File: config.mk
export PLATFORM = sky130hd
export DESIGN_NAME = finite_difference_velocity_estimator
export DESIGN_NICKNAME = d
export VERILOG_FILES = /design/src/rtl/fdve_pkg.sv /design/src/rtl/fdve_seq.sv /design/src/rtl/fdve_div.sv /design/src/rtl/finite_difference_velocity_estimator.sv
export SDC_FILE = /design/constraint.sdc
export NUM_CORES = 2
export LEC_CHECK = 0
export BUFFER_PORTS_ARGS = -buffer_cell sky130_fd_sc_hd__buf_2
export CORE_MARGIN = 4
export CORE_UTILIZATION = 55
export CTS_BUF_LIST = sky130_fd_sc_hd__clkbuf_8
export DETAILED_ROUTE_END_ITERATION = 7
export GPL_ROUTABILITY_DRIVEN = 0
export PLACE_DENSITY = 0.8
export SYNTH_ARGS = -nofsm -noshare
export SYNTH_HDL_FRONTEND = slang
export SYNTH_SLANG_ARGS = --single-unit
export TNS_END_PERCENT = 5
File: constraint.sdc
create_clock -name aclk -period 22.1 [get_ports aclk]
set_input_delay 6.63 -clock aclk [delete_from_list [all_inputs] [get_ports aclk]]
set_output_delay 6.63 -clock aclk [all_outputs]
set_load 0.1 [all_outputs]
File: src/rtl/fdve_pkg.sv
package fdve_pkg;

    localparam int PC_W   = 4;
    localparam int LOOP_W = 5;
    localparam logic [LOOP_W-1:0] LOOP_LAST = 5'd31;

    localparam logic KIND_INIT    = 1'b0;
    localparam logic KIND_MEASURE = 1'b1;

    localparam logic RTYPE_POS = 1'b0;
    localparam logic RTYPE_VEL = 1'b1;

    localparam logic [31:0] MAX_GAP_RESET = 32'd300000;

    localparam logic [2:0] COND_NONE      = 3'd0;
    localparam logic [2:0] COND_ALWAYS    = 3'd1;
    localparam logic [2:0] COND_NO_ACCEPT = 3'd2;
    localparam logic [2:0] COND_INIT      = 3'd3;
    localparam logic [2:0] COND_OUT_BUSY  = 3'd4;
    localparam logic [2:0] COND_NO_VEL    = 3'd5;
    localparam logic [2:0] COND_LOOP      = 3'd6;

    typedef struct packed {
        logic            take;
        logic            calc;
        logic            emit_pos;
        logic            emit_vel;
        logic            mul;
        logic            sel_pos;
        logic            pre;
        logic            iter;
        logic            save_ang;
        logic [2:0]      cond;
        logic [PC_W-1:0] target;
    } ucode_t;

    typedef struct packed {
        logic accept;
        logic init;
        logic out_busy;
        logic no_vel;
    } seq_status_t;

    function automatic ucode_t ucode_rd(input logic [PC_W-1:0] pc);
        ucode_t w;
        w = '0;
        case (pc)
            4'd0: begin
                w.take = 1'b1; w.cond = COND_NO_ACCEPT; w.target = 4'd0;
            end
            4'd1: begin
                w.calc = 1'b1; w.cond = COND_INIT; w.target = 4'd0;
            end
            4'd2: begin
                w.emit_pos = 1'b1; w.cond = COND_OUT_BUSY; w.target = 4'd2;
            end
            4'd3: begin
                w.cond = COND_NO_VEL; w.target = 4'd0;
            end
            4'd4: begin
                w.mul = 1'b1;
            end
            4'd5: begin
                w.pre = 1'b1;
            end
            4'd6: begin
                w.iter = 1'b1; w.cond = COND_LOOP; w.target = 4'd6;
            end
            4'd7: begin
                w.save_ang = 1'b1;
            end
            4'd8: begin
                w.mul = 1'b1; w.sel_pos = 1'b1;
            end
            4'd9: begin
                w.pre = 1'b1;
            end
            4'd10: begin
                w.iter = 1'b1; w.cond = COND_LOOP; w.target = 4'd10;
            end
            4'd11: begin
                w.emit_vel = 1'b1; w.cond = COND_OUT_BUSY; w.target = 4'd11;
            end
            4'd12: begin
                w.cond = COND_ALWAYS; w.target = 4'd0;
            end
            default: begin
                w.cond = COND_ALWAYS; w.target = 4'd0;
            end
        endcase
        return w;
    endfunction

endpackage

File: src/rtl/fdve_seq.sv
module fdve_seq
    import fdve_pkg::*;
(
    input  logic        aclk,
    input  logic        aresetn,
    input  seq_status_t st,
    output ucode_t      ctl
);

    logic [PC_W-1:0]   pc_reg, pc_next;
    logic [LOOP_W-1:0] loop_reg, loop_next;
    logic              jump;

    assign ctl = ucode_rd(pc_reg);

    always_comb begin
        case (ctl.cond)
            COND_NONE:      jump = 1'b0;
            COND_ALWAYS:    jump = 1'b1;
            COND_NO_ACCEPT: jump = !st.accept;
            COND_INIT:      jump = st.init;
            COND_OUT_BUSY:  jump = st.out_busy;
            COND_NO_VEL:    jump = st.no_vel;
            COND_LOOP:      jump = (loop_reg != '0);
            default:        jump = 1'b1;
        endcase
        pc_next = jump ? ctl.target : pc_reg + 1'b1;
        if (ctl.pre) begin
            loop_next = LOOP_LAST;
        end else if (ctl.iter) begin
            loop_next = loop_reg - 1'b1;
        end else begin
            loop_next = loop_reg;
        end
    end

    always_ff @(posedge aclk) begin
        if (!aresetn) begin
            pc_reg   <= '0;
            loop_reg <= '0;
        end else begin
            pc_reg   <= pc_next;
            loop_reg <= loop_next;
        end
    end

endmodule

File: src/rtl/fdve_div.sv
module fdve_div
    import fdve_pkg::*;
#(
    parameter int TICKS_PER_SECOND = 1000000
) (
    input  logic               aclk,
    input  ucode_t             ctl,
    input  logic signed [32:0] diff,
    input  logic [31:0]        dt,
    output logic [31:0]        rate
);

    localparam int TW = $clog2(TICKS_PER_SECOND + 1);
    localparam int PW = 33 + TW;
    localparam logic [PW-1:0] TICKS = PW'(TICKS_PER_SECOND);

    logic [32:0]   mag;
    logic [PW-1:0] prod_reg;
    logic          neg_reg;
    logic          sat_reg;
    logic [31:0]   rem_reg;
    logic [31:0]   quo_reg;
    logic [32:0]   trial;
    logic          ge;

    assign mag   = diff[32] ? 33'(-diff) : 33'(diff);
    assign trial = {rem_reg, quo_reg[31]};
    assign ge    = trial >= {1'b0, dt};

    always_ff @(posedge aclk) begin
        if (ctl.mul) begin
            prod_reg <= PW'(mag) * TICKS;
            neg_reg  <= diff[32];
        end
        if (ctl.pre) begin
            rem_reg <= 32'(prod_reg[PW-1:32]);
            quo_reg <= prod_reg[31:0];
            sat_reg <= 64'(prod_reg[PW-1:32]) >= 64'(dt);
        end else if (ctl.iter) begin
            rem_reg <= ge ? 32'(trial - {1'b0, dt}) : trial[31:0];
            quo_reg <= {quo_reg[30:0], ge};
        end
    end

    // truncating quotient, then clamp to signed 32 bits
    always_comb begin
        if (neg_reg) begin
            if (sat_reg || (quo_reg > 32'h8000_0000)) begin
                rate = 32'h8000_0000;
            end else begin
                rate = 32'(-quo_reg);
            end
        end else begin
            if (sat_reg || quo_reg[31]) begin
                rate = 32'h7FFF_FFFF;
            end else begin
                rate = quo_reg;
            end
        end
    end

endmodule

File: src/rtl/finite_difference_velocity_estimator.sv
// Finite-difference velocity estimator. A request with tuser 0 only seeds the stored time,
// angle and position; a request with tuser 1 always returns a position result echoing its
// fields and, when the elapsed time is nonzero and below max_gap_us, a velocity result at the
// interval midpoint holding (difference * TICKS_PER_SECOND / elapsed), truncated toward zero
// and saturated to 32 bits. One request is handled at a time by a small microcoded sequencer:
// a measure with velocity runs two 32-step restoring divisions on one shared divider, first
// for the angle rate, then for the position rate. The sequencer waits while m_tready holds a result.
module finite_difference_velocity_estimator
    import fdve_pkg::*;
#(
    parameter int TICKS_PER_SECOND = 1000000
) (
    input  logic        aclk,
    input  logic        aresetn,
    input  logic        cfg_wr_en,
    input  logic [31:0] cfg_wr_data,
    input  logic        s_tvalid,
    output logic        s_tready,
    input  logic [79:0] s_tdata,   // timestamp_us[31:0], angle[47:32], position[79:48]
    input  logic        s_tuser,   // kind
    output logic        m_tvalid,
    input  logic        m_tready,
    output logic [95:0] m_tdata,   // stamp_us[31:0], angle_value[63:32], position_value[95:64]
    output logic        m_tuser,   // result_type
    output logic        m_tlast
);

    ucode_t      ctl;
    seq_status_t st;
    logic        accept;

    logic [31:0] max_gap_reg;
    logic        in_kind_reg;
    logic [31:0] in_ts_reg;
    logic [15:0] in_ang_reg;
    logic [31:0] in_pos_reg;
    logic [31:0] prev_time_reg;
    logic [15:0] prev_ang_reg;
    logic [31:0] prev_pos_reg;

    logic [31:0]        dt_reg, mid_reg;
    logic [15:0]        dang_reg;
    logic signed [32:0] dpos_reg;
    logic               vel_reg;
    logic [31:0]        ang_rate_reg;

    logic [31:0]        dt_next;
    logic signed [32:0] div_diff;
    logic [31:0]        rate;

    logic        out_valid_reg;
    logic        out_type_reg, out_last_reg;
    logic [31:0] out_stamp_reg, out_ang_reg, out_pos_reg;
    logic        out_busy, out_load;

    assign s_tready = ctl.take;
    assign accept   = s_tvalid && s_tready;
    assign out_busy = out_valid_reg && !m_tready;
    assign out_load = (ctl.emit_pos || ctl.emit_vel) && !out_busy;

    assign st.accept   = accept;
    assign st.init     = (in_kind_reg == KIND_INIT);
    assign st.out_busy = out_busy;
    assign st.no_vel   = !vel_reg;

    fdve_seq u_seq (
        .aclk    (aclk),
        .aresetn (aresetn),
        .st      (st),
        .ctl     (ctl)
    );

    assign div_diff = ctl.sel_pos ? dpos_reg : 33'(signed'(dang_reg));

    fdve_div #(
        .TICKS_PER_SECOND (TICKS_PER_SECOND)
    ) u_div (
        .aclk (aclk),
        .ctl  (ctl),
        .diff (div_diff),
        .dt   (dt_reg),
        .rate (rate)
    );

    assign dt_next = in_ts_reg - prev_time_reg;

    always_ff @(posedge aclk) begin
        if (!aresetn) begin
            max_gap_reg   <= MAX_GAP_RESET;
            prev_time_reg <= '0;
            prev_ang_reg  <= '0;
            prev_pos_reg  <= '0;
            out_valid_reg <= 1'b0;
        end else begin
            if (cfg_wr_en) begin
                max_gap_reg <= cfg_wr_data;
            end
            if (ctl.calc) begin
                prev_time_reg <= in_ts_reg;
                prev_ang_reg  <= in_ang_reg;
                prev_pos_reg  <= in_pos_reg;
            end
            if (out_load) begin
                out_valid_reg <= 1'b1;
            end else if (m_tready) begin
                out_valid_reg <= 1'b0;
            end
        end
    end

    always_ff @(posedge aclk) begin
        if (accept) begin
            in_kind_reg <= s_tuser;
            in_ts_reg   <= s_tdata[31:0];
            in_ang_reg  <= s_tdata[47:32];
            in_pos_reg  <= s_tdata[79:48];
        end
        if (ctl.calc) begin
            dt_reg   <= dt_next;
            mid_reg  <= prev_time_reg + {1'b0, dt_next[31:1]};
            dang_reg <= in_ang_reg - prev_ang_reg;
            dpos_reg <= 33'(signed'(in_pos_reg)) - 33'(signed'(prev_pos_reg));
            vel_reg  <= (dt_next != '0) && (dt_next < max_gap_reg);
        end
        if (ctl.save_ang) begin
            ang_rate_reg <= rate;
        end
        if (out_load) begin
            if (ctl.emit_vel) begin
                out_type_reg  <= RTYPE_VEL;
                out_stamp_reg <= mid_reg;
                out_ang_reg   <= ang_rate_reg;
                out_pos_reg   <= rate;
                out_last_reg  <= 1'b1;
            end else begin
                out_type_reg  <= RTYPE_POS;
                out_stamp_reg <= in_ts_reg;
                out_ang_reg   <= 32'(signed'(in_ang_reg));
                out_pos_reg   <= in_pos_reg;
                out_last_reg  <= !vel_reg;
            end
        end
    end

    assign m_tvalid = out_valid_reg;
    assign m_tdata  = {out_pos_reg, out_ang_reg, out_stamp_reg};
    assign m_tuser  = out_type_reg;
    assign m_tlast  = out_last_reg;

endmodule
Yosys cells after proc, flatten, opt, wreduce, memory -nomap -nowiden
Index checks and enable logic that the tools add are counted.
{"block": "op_classes", "n_addsub": 9, "multipliers": 1, "n_lt_le_gt_ge": 4, "eq_ne": 16, "mux": 30, "n_bitwise": 1, "n_reduce_logical": 21}
{"cell": "$mux 32", "n": 9}
{"cell": "$mux 33", "n": 2}
{"cell": "$sub 32x32->32", "n": 2}
{"cell": "$pmux 7 s8", "n": 1}
{"cell": "$mul 33x14->47 const B", "n": 1}
{"cell": "$mux 21", "n": 2}
{"cell": "$ge 33x32->1", "n": 1}
{"cell": "$neg 33->33", "n": 1}
{"cell": "$sub 32x32->33", "n": 1}
{"cell": "$add 32x31->32", "n": 1}
{"cell": "$ge 21x32->1", "n": 1}
{"cell": "$gt 32x32->1 const B", "n": 1}
{"cell": "$lt 32x32->1", "n": 1}
{"cell": "$neg 32->32", "n": 1}
{"cell": "$reduce_bool 32->1", "n": 1}
{"cell": "$eq 4x3->1 const B", "n": 4}
{"cell": "$eq 4x4->1 const B", "n": 4}
{"cell": "$sub 16x16->16", "n": 1}
{"cell": "$mux 1", "n": 12}
{"cell": "$mux 5", "n": 2}
{"cell": "$eq 3x3->1 const B", "n": 3}
{"cell": "$eq 4x2->1 const B", "n": 2}
{"cell": "$eq 3x2->1 const B", "n": 2}
{"cell": "$pmux 1 s6", "n": 1}
{"cell": "14 further kinds", "n": 25}
{"block": "word_totals", "register_bits": 560, "in_bits": 118, "out_inout_bits": 100, "elab_cells": 111}

Depth between registers and ports, before layout
{"block": "logic_depth", "word_depth": 6, "ltp_mapped": 40, "ltp_nobuf": 37}

Cells and area by module
From an unflattened synthesis, not the netlist that was laid out.
{"block": "hier_totals", "hier_cells": 3690, "hier_area_um2": 38760.9}
{"mod": "finite_difference_velocity_estimator", "instances": 1, "cells_each": 1804, "area_each_um2": 21688.3, "seq_area_each_um2": 12021.5}
{"mod": "fdve_div", "instances": 1, "cells_each": 1788, "area_each_um2": 16218.1, "seq_area_each_um2": 3283.1}
{"mod": "fdve_seq", "instances": 1, "cells_each": 98, "area_each_um2": 854.6, "seq_area_each_um2": 180.2}

Worst setup path before layout
Ideal clock, no wire load.
{"block": "synth_timing", "path_kind": "input to register", "startpoint": "input m_tready", "endpoint": "register out_last_reg (netlist: m_tlast), enable pin", "setup_ps": 567, "arrival_time_ps": 11094, "required_ps": 21533, "setup_slack_ps": 10439, "cell_stages": 2, "n_path_buf": 0, "path_cell_list": "nand2b_1 nor2b_1"}
{"block": "synth_between", "elab_chain_len": 4}
{"element": "start, declared", "line_no": "finite_difference_velocity_estimator.sv:22", "source": "input logic m_tready,"}
{"element": "$logic_not 1->1", "line_no": "finite_difference_velocity_estimator.sv:58", "source": "assign out_busy = out_valid_reg && !m_tready;"}
{"element": "$logic_and 1x1->1", "line_no": "finite_difference_velocity_estimator.sv:58"}
{"element": "$logic_not 1->1", "line_no": "finite_difference_velocity_estimator.sv:59", "source": "assign out_load = (ctl.emit_pos || ctl.emit_vel) && !out_busy;"}
{"element": "$logic_and 1x1->1", "line_no": "finite_difference_velocity_estimator.sv:59"}
{"element": "net out_load", "line_no": "finite_difference_velocity_estimator.sv:54", "source": "logic out_busy, out_load;"}
{"element": "end signal, assigned", "line_no": "finite_difference_velocity_estimator.sv:140", "source": "out_last_reg <= !vel_reg;"}
{"element": "end, declared", "line_no": "finite_difference_velocity_estimator.sv:52", "source": "logic out_type_reg, out_last_reg;"}
The timed path passes the listed nets, and every way through them passes these cells.
A chain may end at the register's enable or synchronous reset.

Final worst setup path
{"block": "layout_timing", "startpoint": "register u_seq.pc_reg[0]", "endpoint": "register u_div.prod_reg[51], data pin"}
{"block": "layout_between", "elab_chain_len": 6}
{"element": "start, declared", "line_no": "fdve_seq.sv:10", "source": "logic [PC_W-1:0] pc_reg, pc_next;"}
{"element": "start signal, assigned", "line_no": "fdve_seq.sv:42", "source": "pc_reg <= pc_next;"}
{"element": "$eq 4x4->1 *", "line_no": "fdve_pkg.sv:47", "source": "case (pc)"}
{"element": "$mux 1 *", "line_no": "fdve_pkg.sv:47"}
{"element": "$mux 33 *", "line_no": "finite_difference_velocity_estimator.sv:73", "source": "assign div_diff = ctl.sel_pos ? dpos_reg : 33'(signed'(dang_reg));"}
{"element": "$neg 33->33", "line_no": "fdve_div.sv:26", "source": "assign mag = diff[32] ? 33'(-diff) : 33'(diff);"}
{"element": "$mux 33 *", "line_no": "fdve_div.sv:26"}
{"element": "$mul 33x14->47 *", "line_no": "fdve_div.sv:32", "source": "prod_reg <= PW'(mag) * TICKS;"}
{"element": "end signal, assigned", "line_no": "fdve_div.sv:32"}
{"element": "end, declared", "line_no": "fdve_div.sv:18", "source": "logic [PW-1:0] prod_reg;"}
Every way passes the cells marked *; elsewhere a longest branch is shown, timed or not.

==> summary.txt <==
Outcome
  – Status: complete, no violations

Worst setup path
  – Buf/Inv on CP: 8
  – Element type at the critical path end: flip-flop
  – Critical path arrival: 10.12 ns
  – Critical Path Fanout Max: 33
  – Slowest stage delay, CP: 0.56 ns
  – Crit path kind: flip-flop to flip-flop
  – CP max stage cell: fa_1
  – Most used cell, CP: inv_1
  – Family with the most delay on the worst path: adder cells
  – Type of origin of the critical path: flip-flop
  – Req. time, crit path: 22.54 ns

CTS
  – Clock buffer depth: 3
  – Setup bufs post-CTS: 0
  – H-tree levels: 3
  – Clock root buffer: clkbuf_8
  – Cts bufs inserted: 88
  – Worst-Skew Late Latency: 0.70 ns
  – Reg clk slew, reported paths: 0.06 ns
  – # resized after CTS: 0
  – CTS tree: done
  – Hold buffer count at cts: 0
  – Sink Count: 560

Cells and area
  – Layout cells sized above 1: 10.83%
  – Post-Layout Cell Count: 4964
  – Most frequent cells in the layout: nand2_1 (505), inv_1 (439), edfxtp_1 (427)
  – Fin util: 61.64%
  – Nets: 4617
  – Area delta synth->final: 10.56%
  – Max reg flops: 47
  – Commonest non-fill, non-tap cell in the layout: nand2_1

Global routing
  – Vias in the first global route: 28280
  – Overflow left after global routing: 0
  – Largest net degree at the start of global routing: 104
  – Global route hottest layer: met2
  – GR Layer Usage met2: 41.92%
  – Initial antenna violation count: 4
  – GR Util met3: 4.872%
  – First-pass GRT wire length: 152800 microns
  – Total GRT Usage: 25.91%
  – M1 GR Usage: 36.02%

Die
  – Core area: 67510 sq um
  – Die ar.: 72680 sq um
  – Starting Density: 55.75%
  – DIE WIDTH: 269.6 microns
  – Die Span Y: 269.6 microns
  – FP Rows: 95
  – IO Pins: 218

STA
  – TNS Setup: 0 ns
  – RSZ-0062 raised after global routing: no
  – Final hold vios: 0
  – Worst slew pin tran: 1.389 ns
  – Final period utilization: 43.81%
  – Final setup fails: 0
  – Max Slew Vio Count: 0
  – Setup Skew: 0.05752 ns
  – Fmax: 103.3 MHz
  – Crit path time final: 9.683 ns
  – Max-slew headroom: 6.209%

Routing
  – Initial DRC count: 2681
  – Vias per cell: 5.827
  – Drt drc: 0
  – Drt pass-1 iters: 8
  – DR vias: 28930
  – Wire per inst: 19.44 microns
  – Antenna Nets Post-Route: 0
  – Final wirelength: 96490 microns

Synth
  – Mapped Nets: 4392
  – Primary FF master, synth: edfxtp_1
  – Yosys warning total: 0
  – Post-synth EDFFs: 427
  – Async S/R FF share, synth: 0%
  – Post-Syn Area: 37640 sq um
  – Flops & latches, synth: 560
  – Post-synthesis sequential area ratio: 41.14%
  – Cell count after synthesis: 3791
  – Avg Cell Area, Syn: 9.929 sq um
  – Distinct cells, synth: 85

Placement
  – PortBufs: 217
  – Post-detail-place hpwl: 71890 microns
  – Cells after DPL: 4799

Run
  – Max cap viols: 0

Hold path
  – Worst hold-check path type: flip-flop to flip-flop
[final timing paths]
path	end	startpoint	cells past startpoint	slack [ns]
setup / recovery	u_div.prod_reg[51]	u_seq.pc_reg[0]	35	12.42
hold / removal	prev_pos_reg[3]	prev_pos_reg[3]	2	0.46
setup reg to reg	u_div.prod_reg[51]	u_seq.pc_reg[0]	35	12.42
hold reg to reg	prev_pos_reg[3]	prev_pos_reg[3]	2	0.46
[area by class of cell]
type	instances	area, sq um
Timing Repair Buffer	246	1306
Tap cell	873	1092
Clock buffer	96	1321
Inverter	425	1602
Multi-Input combinational cell	2695	20160
Antenna cell	2	5.005
Clock inverter	67	648.1
Fill cell	5436	25900
Sequential cell	560	15480
[synthesized netlist by cell type (all sizes together), types with 24 or more instances]
| master | count | area (sq um) |
|---|---|---|
| a21boi | 103 | 777.0 |
| a21o | 117 | 878.3 |
| a21oi | 215 | 1076 |
| and3 | 25 | 156.4 |
| buf | 25 | 108.9 |
| clkbuf | 86 | 324.1 |
| dfxtp | 133 | 2663 |
| edfxtp | 427 | 12820 |
| fa | 131 | 2623 |
| ha | 352 | 4404 |
| inv | 421 | 1580 |
| mux2 | 27 | 304.0 |
| mux2i | 46 | 460.4 |
| nand2 | 509 | 1913 |
| nand2b | 39 | 244.0 |
| nand3 | 37 | 185.2 |
| nor2 | 219 | 822.0 |
| nor2b | 56 | 350.3 |
| nor3 | 80 | 411.7 |
| o211ai | 24 | 180.2 |
| o21a | 36 | 270.3 |
| o21ai | 144 | 720.7 |
| o21bai | 33 | 247.7 |
| xnor2 | 136 | 1191 |
| xor2 | 77 | 674.4 |
[tightest hold or removal path: cells and delay by family, from the launching register on]
family / cells / cell delay, ns
DFF: 1 / 0.31
AOI/OAI and AO/OA: 1 / 0.06
and+or+nand+nor: 1 / 0.04
[routing by layer]
layer / vias up / wire length, microns
met2: 1209 / 44500
li1: 13710 / -
met1: 13850 / 40940
met3: 162 / 8526
met4: 2 / 2508
met5: - / 11
[kinds of logic after synthesis]
group,Yosys count,synth area share [%]
AO/OA/AOI/OAI,824,14.36
flip-flops,560,41.14
multiplexers,73,2.031
XOR/XNOR,213,4.956
AND/OR/NAND/NOR,1099,13.38
buffers and inverters,536,5.388
adder cells (fa/ha/maj),486,18.75
[stage by stage]
step / instance area, sq um / setup WS (ns) / hold slack, ns
2_1_floorplan: 37640 / 10.44 / 0.4435
3_3_place_gp: 39640 / 12.77 / 0.4497
3_5_place_dp: 39640 / 12.46 / 0.4570
4_1_cts: 41610 / 12.49 / 0.4657
5_1_grt: 41610 / 11.78 / 0.4824
6_report: 41610 / 12.42 / 0.4621
Power is not shown: default switching activity piles up to over one toggle a cycle in this logic, so the estimate is an artifact.
